[src/design/line_rasterizer_clipped_core_macros.svh]
// assertion macros shared by the rasterizer modules
// no dependencies; included by the modules that check their own logic
`ifndef LINE_RASTERIZER_CLIPPED_CORE_MACROS_SVH
`define LINE_RASTERIZER_CLIPPED_CORE_MACROS_SVH

// expression holds at every clock edge out of reset
`define LRC_ASSERT_ALWAYS(label, clk, rst_n, expr) \
	label: assert property (@(posedge clk) disable iff (!rst_n) (expr)) \
		else $error("lrc assertion failed");

// consequent holds in the same cycle as the antecedent
`define LRC_ASSERT_IMPL(label, clk, rst_n, ante, cons) \
	label: assert property (@(posedge clk) disable iff (!rst_n) (ante) |-> (cons)) \
		else $error("lrc assertion failed");

// consequent holds in the cycle after the antecedent
`define LRC_ASSERT_NEXT(label, clk, rst_n, ante, cons) \
	label: assert property (@(posedge clk) disable iff (!rst_n) (ante) |=> (cons)) \
		else $error("lrc assertion failed");

`endif

[src/design/lrc_pkg.sv]
// shared types and constants of the clipped line rasterizer
// no dependencies; imported by every rasterizer module
package lrc_pkg;

	localparam int DIM_BITS        = 13;
	localparam int STRIDE_BITS     = 15;
	localparam int COLOR_BITS      = 24;
	localparam int ADDR_BITS       = 26;
	localparam int PROD_BITS       = DIM_BITS + STRIDE_BITS;
	localparam int BYTES_PER_PIXEL = 4;
	localparam int BPP_SHIFT       = $clog2(BYTES_PER_PIXEL);

	localparam logic [DIM_BITS-1:0]    WIDTH_RESET  = 13'd1024;
	localparam logic [DIM_BITS-1:0]    HEIGHT_RESET = 13'd768;
	localparam logic [STRIDE_BITS-1:0] STRIDE_RESET = 15'd4096;
	localparam logic [COLOR_BITS-1:0]  COLOR_RESET  = 24'hFFFFFF;

	typedef enum logic {
		REQ_START = 1'b0,
		REQ_STEP  = 1'b1
	} lrc_req_t;

	typedef enum logic [1:0] {
		REG_IMAGE_WIDTH  = 2'd0,
		REG_IMAGE_HEIGHT = 2'd1,
		REG_ROW_STRIDE   = 2'd2,
		REG_DRAW_COLOR   = 2'd3
	} lrc_reg_t;

	// classification of one queued command
	typedef struct packed {
		logic is_step;
		logic x_neg;
		logic y_neg;
		logic major_is_x;
	} lrc_ctl_t;

	typedef struct packed {
		logic [DIM_BITS-1:0]    width;
		logic [DIM_BITS-1:0]    height;
		logic [STRIDE_BITS-1:0] stride;
		logic [COLOR_BITS-1:0]  color;
	} lrc_cfg_t;

endpackage

[src/design/lrc_front.sv]
// front end: accepts requests, works out line deltas and axis classification
// depends on lrc_pkg; feeds the command queue
module lrc_front #(
	parameter int COORD_BITS = 16
) (
	input  logic                         clk,
	input  logic                         arst_n,
	input  logic                         in_valid,
	output logic                         in_ready,
	input  lrc_pkg::lrc_req_t            in_type,
	input  logic signed [COORD_BITS-1:0] in_x0,
	input  logic signed [COORD_BITS-1:0] in_y0,
	input  logic signed [COORD_BITS-1:0] in_x1,
	input  logic signed [COORD_BITS-1:0] in_y1,
	output logic                         out_valid,
	input  logic                         out_ready,
	output lrc_pkg::lrc_ctl_t            out_ctl,
	output logic signed [COORD_BITS-1:0] out_x0,
	output logic signed [COORD_BITS-1:0] out_y0,
	output logic [COORD_BITS:0]          out_major,
	output logic [COORD_BITS:0]          out_minor
);
	import lrc_pkg::*;

	localparam int CW = COORD_BITS + 1;

	logic                         v_s1, v_s2;
	logic                         en1, en2;
	lrc_req_t                     type_s1;
	logic signed [COORD_BITS-1:0] x0_s1, y0_s1, x0_s2, y0_s2;
	logic signed [CW-1:0]         dx_s1, dy_s1, dx_c, dy_c;
	logic [CW-1:0]                adx_c, ady_c, major_s2, minor_s2;
	lrc_ctl_t                     ctl_c, ctl_s2;

	assign en2      = !v_s2 || out_ready;
	assign en1      = !v_s1 || en2;
	assign in_ready = en1;

	assign dx_c = CW'(in_x1) - CW'(in_x0);
	assign dy_c = CW'(in_y1) - CW'(in_y0);

	// magnitude and direction; a zero delta counts as negative
	always_comb begin
		adx_c = dx_s1[CW-1] ? CW'(-dx_s1) : CW'(dx_s1);
		ady_c = dy_s1[CW-1] ? CW'(-dy_s1) : CW'(dy_s1);
		ctl_c.is_step    = (type_s1 == REQ_STEP);
		ctl_c.x_neg      = dx_s1[CW-1] || (dx_s1 == '0);
		ctl_c.y_neg      = dy_s1[CW-1] || (dy_s1 == '0);
		ctl_c.major_is_x = adx_c > ady_c;
	end

	always_ff @(posedge clk or negedge arst_n) begin
		if (!arst_n) begin
			v_s1 <= 1'b0;
			v_s2 <= 1'b0;
		end else begin
			if (en1) v_s1 <= in_valid;
			if (en2) v_s2 <= v_s1;
		end
	end

	always_ff @(posedge clk) begin
		if (en1 && in_valid) begin
			type_s1 <= in_type;
			x0_s1   <= in_x0;
			y0_s1   <= in_y0;
			dx_s1   <= dx_c;
			dy_s1   <= dy_c;
		end
		if (en2 && v_s1) begin
			ctl_s2   <= ctl_c;
			x0_s2    <= x0_s1;
			y0_s2    <= y0_s1;
			major_s2 <= ctl_c.major_is_x ? adx_c : ady_c;
			minor_s2 <= ctl_c.major_is_x ? ady_c : adx_c;
		end
	end

	assign out_valid = v_s2;
	assign out_ctl   = ctl_s2;
	assign out_x0    = x0_s2;
	assign out_y0    = y0_s2;
	assign out_major = major_s2;
	assign out_minor = minor_s2;

endmodule

[src/design/lrc_fifo.sv]
// small command queue between front and back end
// depends on lrc_pkg for house conventions and on the assertion macro header
module lrc_fifo #(
	parameter int WIDTH = 8,
	parameter int DEPTH = 4
) (
	input  logic             clk,
	input  logic             arst_n,
	input  logic             in_valid,
	output logic             in_ready,
	input  logic [WIDTH-1:0] in_data,
	output logic             out_valid,
	input  logic             out_ready,
	output logic [WIDTH-1:0] out_data
);
	import lrc_pkg::*;
	`include "line_rasterizer_clipped_core_macros.svh"

	localparam int AW = (DEPTH > 1) ? $clog2(DEPTH) : 1;
	localparam int NW = $clog2(DEPTH + 1);

	logic [WIDTH-1:0] mem_q [DEPTH];
	logic [AW-1:0]    wr_ptr_q, rd_ptr_q;
	logic [NW-1:0]    count_q;
	logic             push, pop, full, empty;

	assign full      = (count_q == NW'(DEPTH));
	assign empty     = (count_q == '0);
	assign in_ready  = !full;
	assign out_valid = !empty;
	assign push      = in_valid && !full;
	assign pop       = out_ready && !empty;
	assign out_data  = mem_q[rd_ptr_q];

	always_ff @(posedge clk or negedge arst_n) begin
		if (!arst_n) begin
			wr_ptr_q <= '0;
			rd_ptr_q <= '0;
			count_q  <= '0;
		end else begin
			if (push) begin
				wr_ptr_q <= (wr_ptr_q == AW'(DEPTH - 1)) ? '0 : wr_ptr_q + AW'(1);
			end
			if (pop) begin
				rd_ptr_q <= (rd_ptr_q == AW'(DEPTH - 1)) ? '0 : rd_ptr_q + AW'(1);
			end
			case ({push, pop})
				2'b10:   count_q <= count_q + NW'(1);
				2'b01:   count_q <= count_q - NW'(1);
				default: count_q <= count_q;
			endcase
		end
	end

	always_ff @(posedge clk) begin
		if (push) mem_q[wr_ptr_q] <= in_data;
	end

	`LRC_ASSERT_ALWAYS(a_count_bound, clk, arst_n, count_q <= NW'(DEPTH))
	`LRC_ASSERT_NEXT(a_push_counts, clk, arst_n, push && !pop, count_q == $past(count_q) + NW'(1))
	`LRC_ASSERT_IMPL(a_ptrs_match_empty, clk, arst_n, empty, wr_ptr_q == rd_ptr_q)

endmodule

[src/design/lrc_back.sv]
// back end: walks a line a pixel per clock if unstalled, clips, forms address
// depends on lrc_pkg and the assertion macro header; fed by the command queue
module lrc_back #(
	parameter int COORD_BITS = 16
) (
	input  logic                          clk,
	input  logic                          arst_n,
	input  lrc_pkg::lrc_cfg_t             cfg,
	input  logic                          in_valid,
	output logic                          in_ready,
	input  lrc_pkg::lrc_ctl_t             in_ctl,
	input  logic signed [COORD_BITS-1:0]  in_x0,
	input  logic signed [COORD_BITS-1:0]  in_y0,
	input  logic [COORD_BITS:0]           in_major,
	input  logic [COORD_BITS:0]           in_minor,
	output logic                          out_valid,
	input  logic                          out_ready,
	output logic signed [COORD_BITS-1:0]  out_x,
	output logic signed [COORD_BITS-1:0]  out_y,
	output logic                          out_inside,
	output logic [lrc_pkg::ADDR_BITS-1:0] out_addr,
	output logic [7:0]                    out_blue,
	output logic [7:0]                    out_green,
	output logic [7:0]                    out_red,
	output logic                          out_last
);
	import lrc_pkg::*;
	`include "line_rasterizer_clipped_core_macros.svh"

	localparam int CW = COORD_BITS + 1;
	localparam int EW = COORD_BITS + 3;
	localparam int IW = (CW > DIM_BITS + 1) ? CW : DIM_BITS + 1;

	// line state
	logic signed [CW-1:0] cur_x_q, cur_y_q;
	logic [EW-1:0]        err_q, thr_q, inc_a_q, inc_b_q;
	logic [CW-1:0]        left_q;
	logic                 active_q, x_neg_q, y_neg_q, major_is_x_q;

	logic en1, en2, pop, start_fire, step_fire, last_c, ge_c;
	logic x_move_c, y_move_c, inside_c;
	logic signed [IW-1:0] x_ext_c, y_ext_c;
	logic [EW-1:0]        maj_e, min_e;
	logic [PROD_BITS-1:0] prod_c;
	logic [ADDR_BITS-1:0] addr_c;

	// pixel stage
	logic                 v_s1, inside_s1, last_s1;
	logic signed [CW-1:0] px_s1, py_s1;
	logic [DIM_BITS-1:0]  x_lo_s1, y_lo_s1;

	// output register
	logic                         out_valid_q, out_inside_q, out_last_q;
	logic signed [COORD_BITS-1:0] out_x_q, out_y_q;
	logic [ADDR_BITS-1:0]         out_addr_q;
	logic [7:0]                   out_blue_q, out_green_q, out_red_q;

	assign en2        = !out_valid_q || out_ready;
	assign en1        = !v_s1 || en2;
	assign in_ready   = en1;
	assign pop        = in_valid && en1;
	assign start_fire = pop && !in_ctl.is_step;
	assign step_fire  = pop && in_ctl.is_step && active_q;

	assign last_c   = left_q <= CW'(1);
	assign ge_c     = err_q >= thr_q;
	assign x_move_c = major_is_x_q || ge_c;
	assign y_move_c = !major_is_x_q || ge_c;

	assign maj_e = EW'(in_major);
	assign min_e = EW'(in_minor);

	// clip test on the current position
	always_comb begin
		x_ext_c  = IW'(cur_x_q);
		y_ext_c  = IW'(cur_y_q);
		inside_c = !x_ext_c[IW-1] && !y_ext_c[IW-1] &&
		           ($unsigned(x_ext_c) < IW'(cfg.width)) &&
		           ($unsigned(y_ext_c) < IW'(cfg.height));
	end

	always_ff @(posedge clk or negedge arst_n) begin
		if (!arst_n) begin
			cur_x_q      <= '0;
			cur_y_q      <= '0;
			err_q        <= '0;
			thr_q        <= '0;
			inc_a_q      <= '0;
			inc_b_q      <= '0;
			left_q       <= '0;
			active_q     <= 1'b0;
			x_neg_q      <= 1'b0;
			y_neg_q      <= 1'b0;
			major_is_x_q <= 1'b0;
			v_s1         <= 1'b0;
			out_valid_q  <= 1'b0;
		end else begin
			if (start_fire) begin
				cur_x_q      <= CW'(in_x0);
				cur_y_q      <= CW'(in_y0);
				err_q        <= maj_e;
				thr_q        <= (maj_e << 1) + EW'(2) - (min_e << 1);
				inc_a_q      <= min_e << 1;
				inc_b_q      <= (min_e << 1) - (maj_e << 1);
				left_q       <= in_major + CW'(1);
				active_q     <= 1'b1;
				x_neg_q      <= in_ctl.x_neg;
				y_neg_q      <= in_ctl.y_neg;
				major_is_x_q <= in_ctl.major_is_x;
			end else if (step_fire) begin
				if (x_move_c) cur_x_q <= x_neg_q ? cur_x_q - CW'(1) : cur_x_q + CW'(1);
				if (y_move_c) cur_y_q <= y_neg_q ? cur_y_q - CW'(1) : cur_y_q + CW'(1);
				err_q <= err_q + (ge_c ? inc_b_q : inc_a_q);
				if (last_c) begin
					left_q   <= '0;
					active_q <= 1'b0;
				end else begin
					left_q <= left_q - CW'(1);
				end
			end
			if (en1) v_s1 <= step_fire;
			if (en2) out_valid_q <= v_s1;
		end
	end

	assign prod_c = y_lo_s1 * cfg.stride;
	assign addr_c = prod_c[ADDR_BITS-1:0] + (ADDR_BITS'(x_lo_s1) << BPP_SHIFT);

	always_ff @(posedge clk) begin
		if (step_fire) begin
			px_s1     <= cur_x_q;
			py_s1     <= cur_y_q;
			inside_s1 <= inside_c;
			last_s1   <= last_c;
			x_lo_s1   <= x_ext_c[DIM_BITS-1:0];
			y_lo_s1   <= y_ext_c[DIM_BITS-1:0];
		end
		if (en2 && v_s1) begin
			out_x_q      <= px_s1[COORD_BITS-1:0];
			out_y_q      <= py_s1[COORD_BITS-1:0];
			out_inside_q <= inside_s1;
			out_last_q   <= last_s1;
			out_addr_q   <= inside_s1 ? addr_c : '0;
			out_blue_q   <= inside_s1 ? cfg.color[7:0] : 8'd0;
			out_green_q  <= inside_s1 ? cfg.color[15:8] : 8'd0;
			out_red_q    <= inside_s1 ? cfg.color[23:16] : 8'd0;
		end
	end

	assign out_valid  = out_valid_q;
	assign out_x      = out_x_q;
	assign out_y      = out_y_q;
	assign out_inside = out_inside_q;
	assign out_addr   = out_addr_q;
	assign out_blue   = out_blue_q;
	assign out_green  = out_green_q;
	assign out_red    = out_red_q;
	assign out_last   = out_last_q;

	`LRC_ASSERT_NEXT(a_last_ends_line, clk, arst_n, step_fire && last_c, !active_q)
	`LRC_ASSERT_IMPL(a_active_has_pixels, clk, arst_n, active_q, left_q != '0)
	`LRC_ASSERT_NEXT(a_idle_step_no_pixel, clk, arst_n, pop && in_ctl.is_step && !active_q, !v_s1)

endmodule

[src/design/line_rasterizer_clipped_core.sv]
// top level of the clipped line rasterizer: register port, front end, queue, back end
// depends on lrc_pkg, lrc_front, lrc_fifo and lrc_back
//
// channel   side    transaction moves                      handshake
// s_*       in      one request: start a line or step it    s_tvalid & s_tready
// m_*       out     one pixel: coordinates, clip, address   m_tvalid & m_tready
// apb       config  one register write or read              psel & penable, pready high
//
// sustained rate is one pixel per clock with steps arriving and m_tready high; the
// back end pixel stepper makes one add and compare per pixel and a start request
// takes one queue slot and gives no pixel; an accepted step reaches m_tvalid through
// two front stages, the queue, the pixel stage and the address multiply into the
// output register; reset is asynchronous: it empties the pipeline and queue,
// drops any loaded line and returns the registers to their defaults
// a stall on m_tready backs up through the output register and pixel stage into the
// queue; the front end takes requests until the queue and both its stages are full
module line_rasterizer_clipped_core #(
	parameter int COORD_BITS  = 16,
	parameter int QUEUE_DEPTH = 4,
	localparam int IN_W  = ((4 * COORD_BITS + 7) / 8) * 8,
	localparam int OUT_W = ((2 * COORD_BITS + lrc_pkg::ADDR_BITS + lrc_pkg::COLOR_BITS + 7)
	                       / 8) * 8
) (
	input  logic             clk,
	input  logic             arst_n,
	// request stream
	input  logic             s_tvalid,
	output logic             s_tready,
	// start_x, start_y, end_x, end_y from bit 0 up
	input  logic [IN_W-1:0]  s_tdata,
	// req_type
	input  logic             s_tuser,
	// pixel stream
	output logic             m_tvalid,
	input  logic             m_tready,
	// pixel_x, pixel_y, byte_address, blue_byte, green_byte, red_byte from bit 0 up
	output logic [OUT_W-1:0] m_tdata,
	// in_bounds
	output logic             m_tuser,
	// last_pixel
	output logic             m_tlast,
	// register port
	input  logic             psel,
	input  logic             penable,
	input  logic             pwrite,
	input  logic [3:0]       paddr,
	input  logic [31:0]      pwdata,
	output logic [31:0]      prdata,
	output logic             pready
);
	import lrc_pkg::*;

	localparam int CW = COORD_BITS + 1;
	localparam int QW = $bits(lrc_ctl_t) + 2 * COORD_BITS + 2 * CW;

	// configuration registers
	lrc_cfg_t cfg_q;
	logic     cfg_wr;
	lrc_reg_t reg_sel;

	assign pready  = 1'b1;
	assign cfg_wr  = psel && penable && pwrite && pready;
	assign reg_sel = lrc_reg_t'(paddr[3:2]);

	always_ff @(posedge clk or negedge arst_n) begin
		if (!arst_n) begin
			cfg_q.width  <= WIDTH_RESET;
			cfg_q.height <= HEIGHT_RESET;
			cfg_q.stride <= STRIDE_RESET;
			cfg_q.color  <= COLOR_RESET;
		end else if (cfg_wr) begin
			case (reg_sel)
				REG_IMAGE_WIDTH:  cfg_q.width  <= pwdata[DIM_BITS-1:0];
				REG_IMAGE_HEIGHT: cfg_q.height <= pwdata[DIM_BITS-1:0];
				REG_ROW_STRIDE:   cfg_q.stride <= pwdata[STRIDE_BITS-1:0];
				REG_DRAW_COLOR:   cfg_q.color  <= pwdata[COLOR_BITS-1:0];
				default:          cfg_q        <= cfg_q;
			endcase
		end
	end

	always_comb begin
		case (reg_sel)
			REG_IMAGE_WIDTH:  prdata = 32'(cfg_q.width);
			REG_IMAGE_HEIGHT: prdata = 32'(cfg_q.height);
			REG_ROW_STRIDE:   prdata = 32'(cfg_q.stride);
			REG_DRAW_COLOR:   prdata = 32'(cfg_q.color);
			default:          prdata = '0;
		endcase
	end

	// request fields
	logic signed [COORD_BITS-1:0] req_x0, req_y0, req_x1, req_y1;

	assign req_x0 = s_tdata[COORD_BITS-1:0];
	assign req_y0 = s_tdata[2*COORD_BITS-1:COORD_BITS];
	assign req_x1 = s_tdata[3*COORD_BITS-1:2*COORD_BITS];
	assign req_y1 = s_tdata[4*COORD_BITS-1:3*COORD_BITS];

	// front end to queue
	logic                         f_valid, f_ready;
	lrc_ctl_t                     f_ctl;
	logic signed [COORD_BITS-1:0] f_x0, f_y0;
	logic [CW-1:0]                f_major, f_minor;

	lrc_front #(
		.COORD_BITS (COORD_BITS)
	) u_front (
		.clk       (clk),
		.arst_n    (arst_n),
		.in_valid  (s_tvalid),
		.in_ready  (s_tready),
		.in_type   (lrc_req_t'(s_tuser)),
		.in_x0     (req_x0),
		.in_y0     (req_y0),
		.in_x1     (req_x1),
		.in_y1     (req_y1),
		.out_valid (f_valid),
		.out_ready (f_ready),
		.out_ctl   (f_ctl),
		.out_x0    (f_x0),
		.out_y0    (f_y0),
		.out_major (f_major),
		.out_minor (f_minor)
	);

	// command queue, one entry per request
	logic          q_valid, q_ready;
	logic [QW-1:0] q_wdata, q_rdata;
	lrc_ctl_t      q_ctl;
	logic signed [COORD_BITS-1:0] q_x0, q_y0;
	logic [CW-1:0] q_major, q_minor;

	assign q_wdata = {f_ctl, f_x0, f_y0, f_major, f_minor};
	assign {q_ctl, q_x0, q_y0, q_major, q_minor} = q_rdata;

	lrc_fifo #(
		.WIDTH (QW),
		.DEPTH (QUEUE_DEPTH)
	) u_queue (
		.clk       (clk),
		.arst_n    (arst_n),
		.in_valid  (f_valid),
		.in_ready  (f_ready),
		.in_data   (q_wdata),
		.out_valid (q_valid),
		.out_ready (q_ready),
		.out_data  (q_rdata)
	);

	// back end to pixel stream
	logic signed [COORD_BITS-1:0] pix_x, pix_y;
	logic [ADDR_BITS-1:0]         pix_addr;
	logic [7:0]                   pix_blue, pix_green, pix_red;

	lrc_back #(
		.COORD_BITS (COORD_BITS)
	) u_back (
		.clk        (clk),
		.arst_n     (arst_n),
		.cfg        (cfg_q),
		.in_valid   (q_valid),
		.in_ready   (q_ready),
		.in_ctl     (q_ctl),
		.in_x0      (q_x0),
		.in_y0      (q_y0),
		.in_major   (q_major),
		.in_minor   (q_minor),
		.out_valid  (m_tvalid),
		.out_ready  (m_tready),
		.out_x      (pix_x),
		.out_y      (pix_y),
		.out_inside (m_tuser),
		.out_addr   (pix_addr),
		.out_blue   (pix_blue),
		.out_green  (pix_green),
		.out_red    (pix_red),
		.out_last   (m_tlast)
	);

	// pack pixel fields from bit 0 up, zero fill to whole bytes
	assign m_tdata = OUT_W'({pix_red, pix_green, pix_blue, pix_addr, pix_y, pix_x});

endmodule
[config.mk]
export PLATFORM = sky130hd
export DESIGN_NAME = line_rasterizer_clipped_core
export DESIGN_NICKNAME = d
export VERILOG_FILES = /design/src/design/lrc_pkg.sv /design/src/design/lrc_front.sv /design/src/design/lrc_fifo.sv /design/src/design/lrc_back.sv /design/src/design/line_rasterizer_clipped_core.sv
export VERILOG_INCLUDE_DIRS = /design/src /design/src/design
export SDC_FILE = /design/constraint.sdc
export NUM_CORES = 2
export LEC_CHECK = 0
export ABC_AREA = 1
export BUFFER_PORTS_ARGS = -buffer_cell sky130_fd_sc_hd__buf_4
export CORE_AREA = 4 4 263 265
export DETAILED_ROUTE_END_ITERATION = 10
export DIE_AREA = 0 0 267 269
export PLACE_DENSITY_LB_ADDON = 0.12
export SETUP_SLACK_MARGIN = 0.1
export SYNTH_ARGS = -nofsm -noshare
export SYNTH_HDL_FRONTEND = slang
export SYNTH_SLANG_ARGS = --single-unit
export TNS_END_PERCENT = 5
[constraint.sdc]
create_clock -name clk -period 13 [get_ports clk]
set_input_delay 2.6 -clock clk [delete_from_list [all_inputs] [get_ports clk]]
set_output_delay 2.6 -clock clk [all_outputs]
set_load 0.05 [all_outputs]
After elaboration in Yosys (flattened, before gate mapping)
Memory sizes are Yosys's and may differ from the RTL's.
Cells that the tools add are included.

word-level totals
  bits in registers = 486
  bits in writable memories = 280
  input bits = 108
  output and inout bits = 125
  word-level logic and storage cells = 157
  memories kept = 1

operators by class
  add/subtract/negate cells = 19
  $mul = 1
  $lt $le $gt $ge = 5
  equal/unequal tests = 8
  multiplexer cells = 27
  reduce and logical (&&, ||, !) cells = 47

memories
  memory         words  width  read ports  clocked after memory_dff  wr ports  line            text
  u_queue.mem_q  4      70     1           0                         1         lrc_fifo.sv:22  logic [WIDTH-1:0] mem_q [DEPTH];

operators by type and width
  operator                                                          count
  two-way mux 17 bit                                                15
  one-hot mux 32 bit (4 select lines)                               1
  two-way mux 19 bit                                                3
  adder 17 x 2 -> 17 bit (second input constant)                    2
  logical NOT 17 bit                                                2
  < comparator 17 x 13 -> 1 bit                                     2
  negation 17 bit                                                   2
  subtractor 16 x 16 -> 17 bit                                      2
  subtractor 17 x 2 -> 17 bit (second input constant)               2
  adder 26 x 15 -> 26 bit                                           1
  multiplier 13 x 15 -> 26 bit                                      1
  adder 18 x 2 -> 19 bit (second input constant)                    1
  adder 19 bit                                                      1
  >= comparator 19 bit                                              1
  subtractor 18 x 18 -> 19 bit                                      1
  subtractor 19 x 18 -> 19 bit                                      1
  adder 17 x 1 -> 17 bit (second input constant)                    1
  > comparator 17 bit                                               1
  less-or-equal comparator 17 x 1 -> 1 bit (second input constant)  1
  subtractor 17 x 1 -> 17 bit (second input constant)               1
  AND reduction 2 bit                                               7
  logical AND 1 bit                                                 13
  == test 2 bit (second input constant)                             5
  logical NOT 1 bit                                                 10
  other kinds (12)                                                  30

Depth between registers and ports, before layout
  depth after elaboration = 8
  mapped depth = 27
  mapped depth without buffers = 26

By module
A second synthesis with hierarchy kept.

unflattened totals
  cells, all modules = 5019
  area, all modules = 45267.2 µm²

by module, submodules not included
  module                        instances  cells each  area an instance (µm²)
  lrc_back                      1          2874        22650.5
  lrc_fifo                      1          875         11467.2
  lrc_front                     1          862         7863.8
  line_rasterizer_clipped_core  1          408         3285.7

Least setup slack after synthesis
No wires, ideal clock.

  path type = input -> register
  start point = input port m_tready
  end point = register u_back.out_addr_q[0] (netlist: u_back.out_addr[0]) (enable)
  library setup time = 553 ps
  data arrival time = 6704 ps
  data required time = 12447 ps
  slack = 5742 ps
  cell stages on the path = 2
  cell sequence = inv_1 > a21oi_1

between the ends
  word-level cells in the longest chain between the ends = 2

RTL lines
  item                  line                                text
  from (decl)           line_rasterizer_clipped_core.sv:35  input logic m_tready,
  logical OR 1 bit      lrc_back.sv:58                      assign en2 = !out_valid_q || out_ready;
  logical AND 1 bit     lrc_back.sv:138                     if (en2 && v_s1) begin
  to (signal assigned)  lrc_back.sv:143                     out_addr_q <= inside_s1 ? addr_c : '0;
  to (decl)             lrc_back.sv:55                      logic [ADDR_BITS-1:0] out_addr_q;

No other way between the ends.
A chain may end at the register's enable or synchronous reset.

Worst setup path in the final report
  start point = input port paddr[3]
  end point = output port prdata[12]

between the ends
  word-level cells in the longest chain between the ends = 2

RTL lines
  item                                     line                                text
  from (decl)                              line_rasterizer_clipped_core.sv:46  input logic [3:0] paddr,
  == test 2 bit (tied with other cells)    line_rasterizer_clipped_core.sv:83  case (reg_sel)
  one-hot mux 32 bit (4 select lines) (*)  line_rasterizer_clipped_core.sv:83
  to (decl)                                line_rasterizer_clipped_core.sv:48  output logic [31:0] prdata,

Mark *: on every way between the ends. The rest lies on a longest branch, timed or not. The select of a mux whose other input is x is not followed.

==> reports/metrics.cfg <==
[drt]
drc_errors=0
postRouteAntennaNets=0
wire_per_inst_um=18.6
via_per_inst=5.69
met1Wirelength_um=45200
topRoutingLayerUsed=met5
routed-wl-met2_um=50600
wl_met3_um=8690
wirelength_um=108000
vias=33000
drtIter0Drc=2819
drtPass1Iterations=5

[setup_path]
critPathKind=in2out
cp_data_arrival_time_ns=4.29
end_kind=primary output
reg2regPathDepth=22
startpoint_type=input pin
critical_path_required_ns=10.40
critPathMaxFanout=13

[layout]
final_common_cell=nand2_1
nFillCells=4892
layout-drive-gt1-share_pct=8.83
layout_common_cells=1185 x nand2_1, 684 x inv_1, 535 x edfxtp_1
syn2layout_area_growth_pct=10.8
final_cell_area_um2=48500
final_nets=5412

[logic_synthesis]
synth_edf_count=535
ys_seq_area_share_pct=48.3
synth.area.top_cells=edfxtp_1 37%, nand2_1 10%, dfrtp_1 9.9%, ha_1 7.9%, fa_1 7.4%
syn_avg_cell_area_um2=9.31
ys_async_sr_fraction_pct=27.4
yosysTopAreaCellShare_pct=36.7
netlist_instances=4704
ys.flop_type=edfxtp_1
yosys_warnings=0
synth.ff_latch_count=737
netlist_area_um2=43800
yosysUniqueCellTypes=56
yosys.area.top_type=edfxtp_1

[timing]
skew_ns=0.0265
setup_slack_ns=6.11
tns_ns=0
rsz0062_at_grt=no
slew_headroom_pct=25.3
period_minus_slack_ns=6.89
slew_viol_final=0
hold_viol=0
timing.fmax_mhz=145
worst_pin_slew_ns=1.12
finalCritPeriodShare_pct=53.0
finalSetupViolCount=0

[hold_path]
whs_path_depth=0
min_path_type=reg2reg

[clocking]
clkSlewWorstSetupHoldPaths_ns=0.06
cts-resized-gates=0
cts_sinks=737
holdBufCountCts=0
root_buffer=clkbuf_16
cts_tree=built
cts.htree.levels=3
cts_made_buffers=77
clk_path_buf_depth=3
insertion_delay_ns=0.63
postCtsSetupBuffers=0

[global_route]
grt_pass1_wl_um=170000
grt-ovfl-total=0
antenna_found_initial=4
grt_start_max_net_pins=92
first_global_vias=32200
track_usage_pct=30.2

[place]
hpwlAfterDp_um=76600
port-buffer-count=207
place.gp.congestion=0.938
place_area_um2=45900
preCtsSetupSlack_ns=6.18

[floorplanning]
die_y_um=269
die_area_um2=71800
start_util_pct=65.6
dieWidth_um=267
placementRows=95
core_area_um2=66800
num_io_pins=233

[outcome]
status=finished clean

[run]
drv_cap=0

logic make-up (layout without fill, tap and decap cells):
group / after synthesis / after routing / share of synthesized area [%]
AO/OA/AOI/OAI: 748 / 748 / 9.48
XOR/XNOR: 106 / 106 / 2.12
adder cells (fa/ha/maj): 437 / 437 / 15.2
buffers and inverters: 857 / 1069 / 7.83
flip-flops: 737 / 737 / 48.3
multiplexers: 3 / 3 / 0.0686
other: 2 / 16 / 0.0171
AND/OR/NAND/NOR: 1814 / 1814 / 16.9
Yosys cell counts (18+ instances only):
cell	instances
nand2_1	1185
inv_1	686
edfxtp_1	535
o21ai_0	345
nor2_1	313
ha_1	276
a21oi_1	227
nand3_1	187
dfrtp_1	174
fa_1	161
clkbuf_1	84
xor2_1	74
buf_2	44
nor3_1	32
xnor2_1	32
dfstp_2	28
nand4_1	28
o22ai_1	27
buf_4	21
a21o_1	20
a32oi_1	18
final timing paths:
check	end	from	slack, ns
max	prdata[12]	paddr[3]	6.11
min	u_back.out_x[14]	u_back.px_s1[14]	0.41
max reg2reg	u_back.out_addr[19]	u_back.y_lo_s1[3]	6.96
min reg2reg	u_back.out_x[14]	u_back.px_s1[14]	0.41
max in group asynchronous	u_back.thr_q[9]	arst_n	8.83
min in group asynchronous	u_back.cur_x_q[13]	arst_n	2.01
sequential cells by signal, summed over array words and instances, names as in the netlist, 18 cells and up:
name and count:
cfg_q 65, u_back.err_q 18, u_back.inc_b_q 18, u_queue.mem_q 280, u_back.thr_q 18, u_back.out_addr 26
final cells by class:
class | count | area, um2 | share of cell area, %
repair buffers | 230 | 1730 | 3.57
clock inverters | 44 | 529 | 1.09
inverters | 698 | 2630 | 5.41
well taps | 873 | 1090 | 2.25
multi-input cells | 3123 | 19300 | 39.8
flip-flops and latches | 737 | 21200 | 43.6
diodes | 1 | 2.50 | 0.00516
clock buffers | 97 | 2080 | 4.29
critical path, stage by stage:
cell and delay [ns]:
buf_4 0.11, inv_1 0.10, nor2_1 0.69, nand2_1 0.10, a22oi_1 0.39, buf_4 0.28
through the flow:
| stage | util, % | cells | hold WS, ns |
|---|---|---|---|
| floorplan | - | 4717 | 0.400 |
| global placement | 68.7 | 5661 | 0.401 |
| detailed placement | 68.7 | 5661 | 0.405 |
| CTS | 72.7 | 5802 | 0.408 |
| global route | 72.7 | 5802 | 0.423 |
| finish | 72.7 | 5803 | 0.410 |
routing by layer:
metal | GRT usage, % | vias up
met3 | 5.30 | 201
li1 | - | 15800
met1 | 41.6 | 15800
met4 | 9.99 | 6
met5 | 0 | -
met2 | 49.6 | 1247
Power is not shown: default switching activity piles up to over one toggle a cycle in this logic, so the estimate is an artifact.
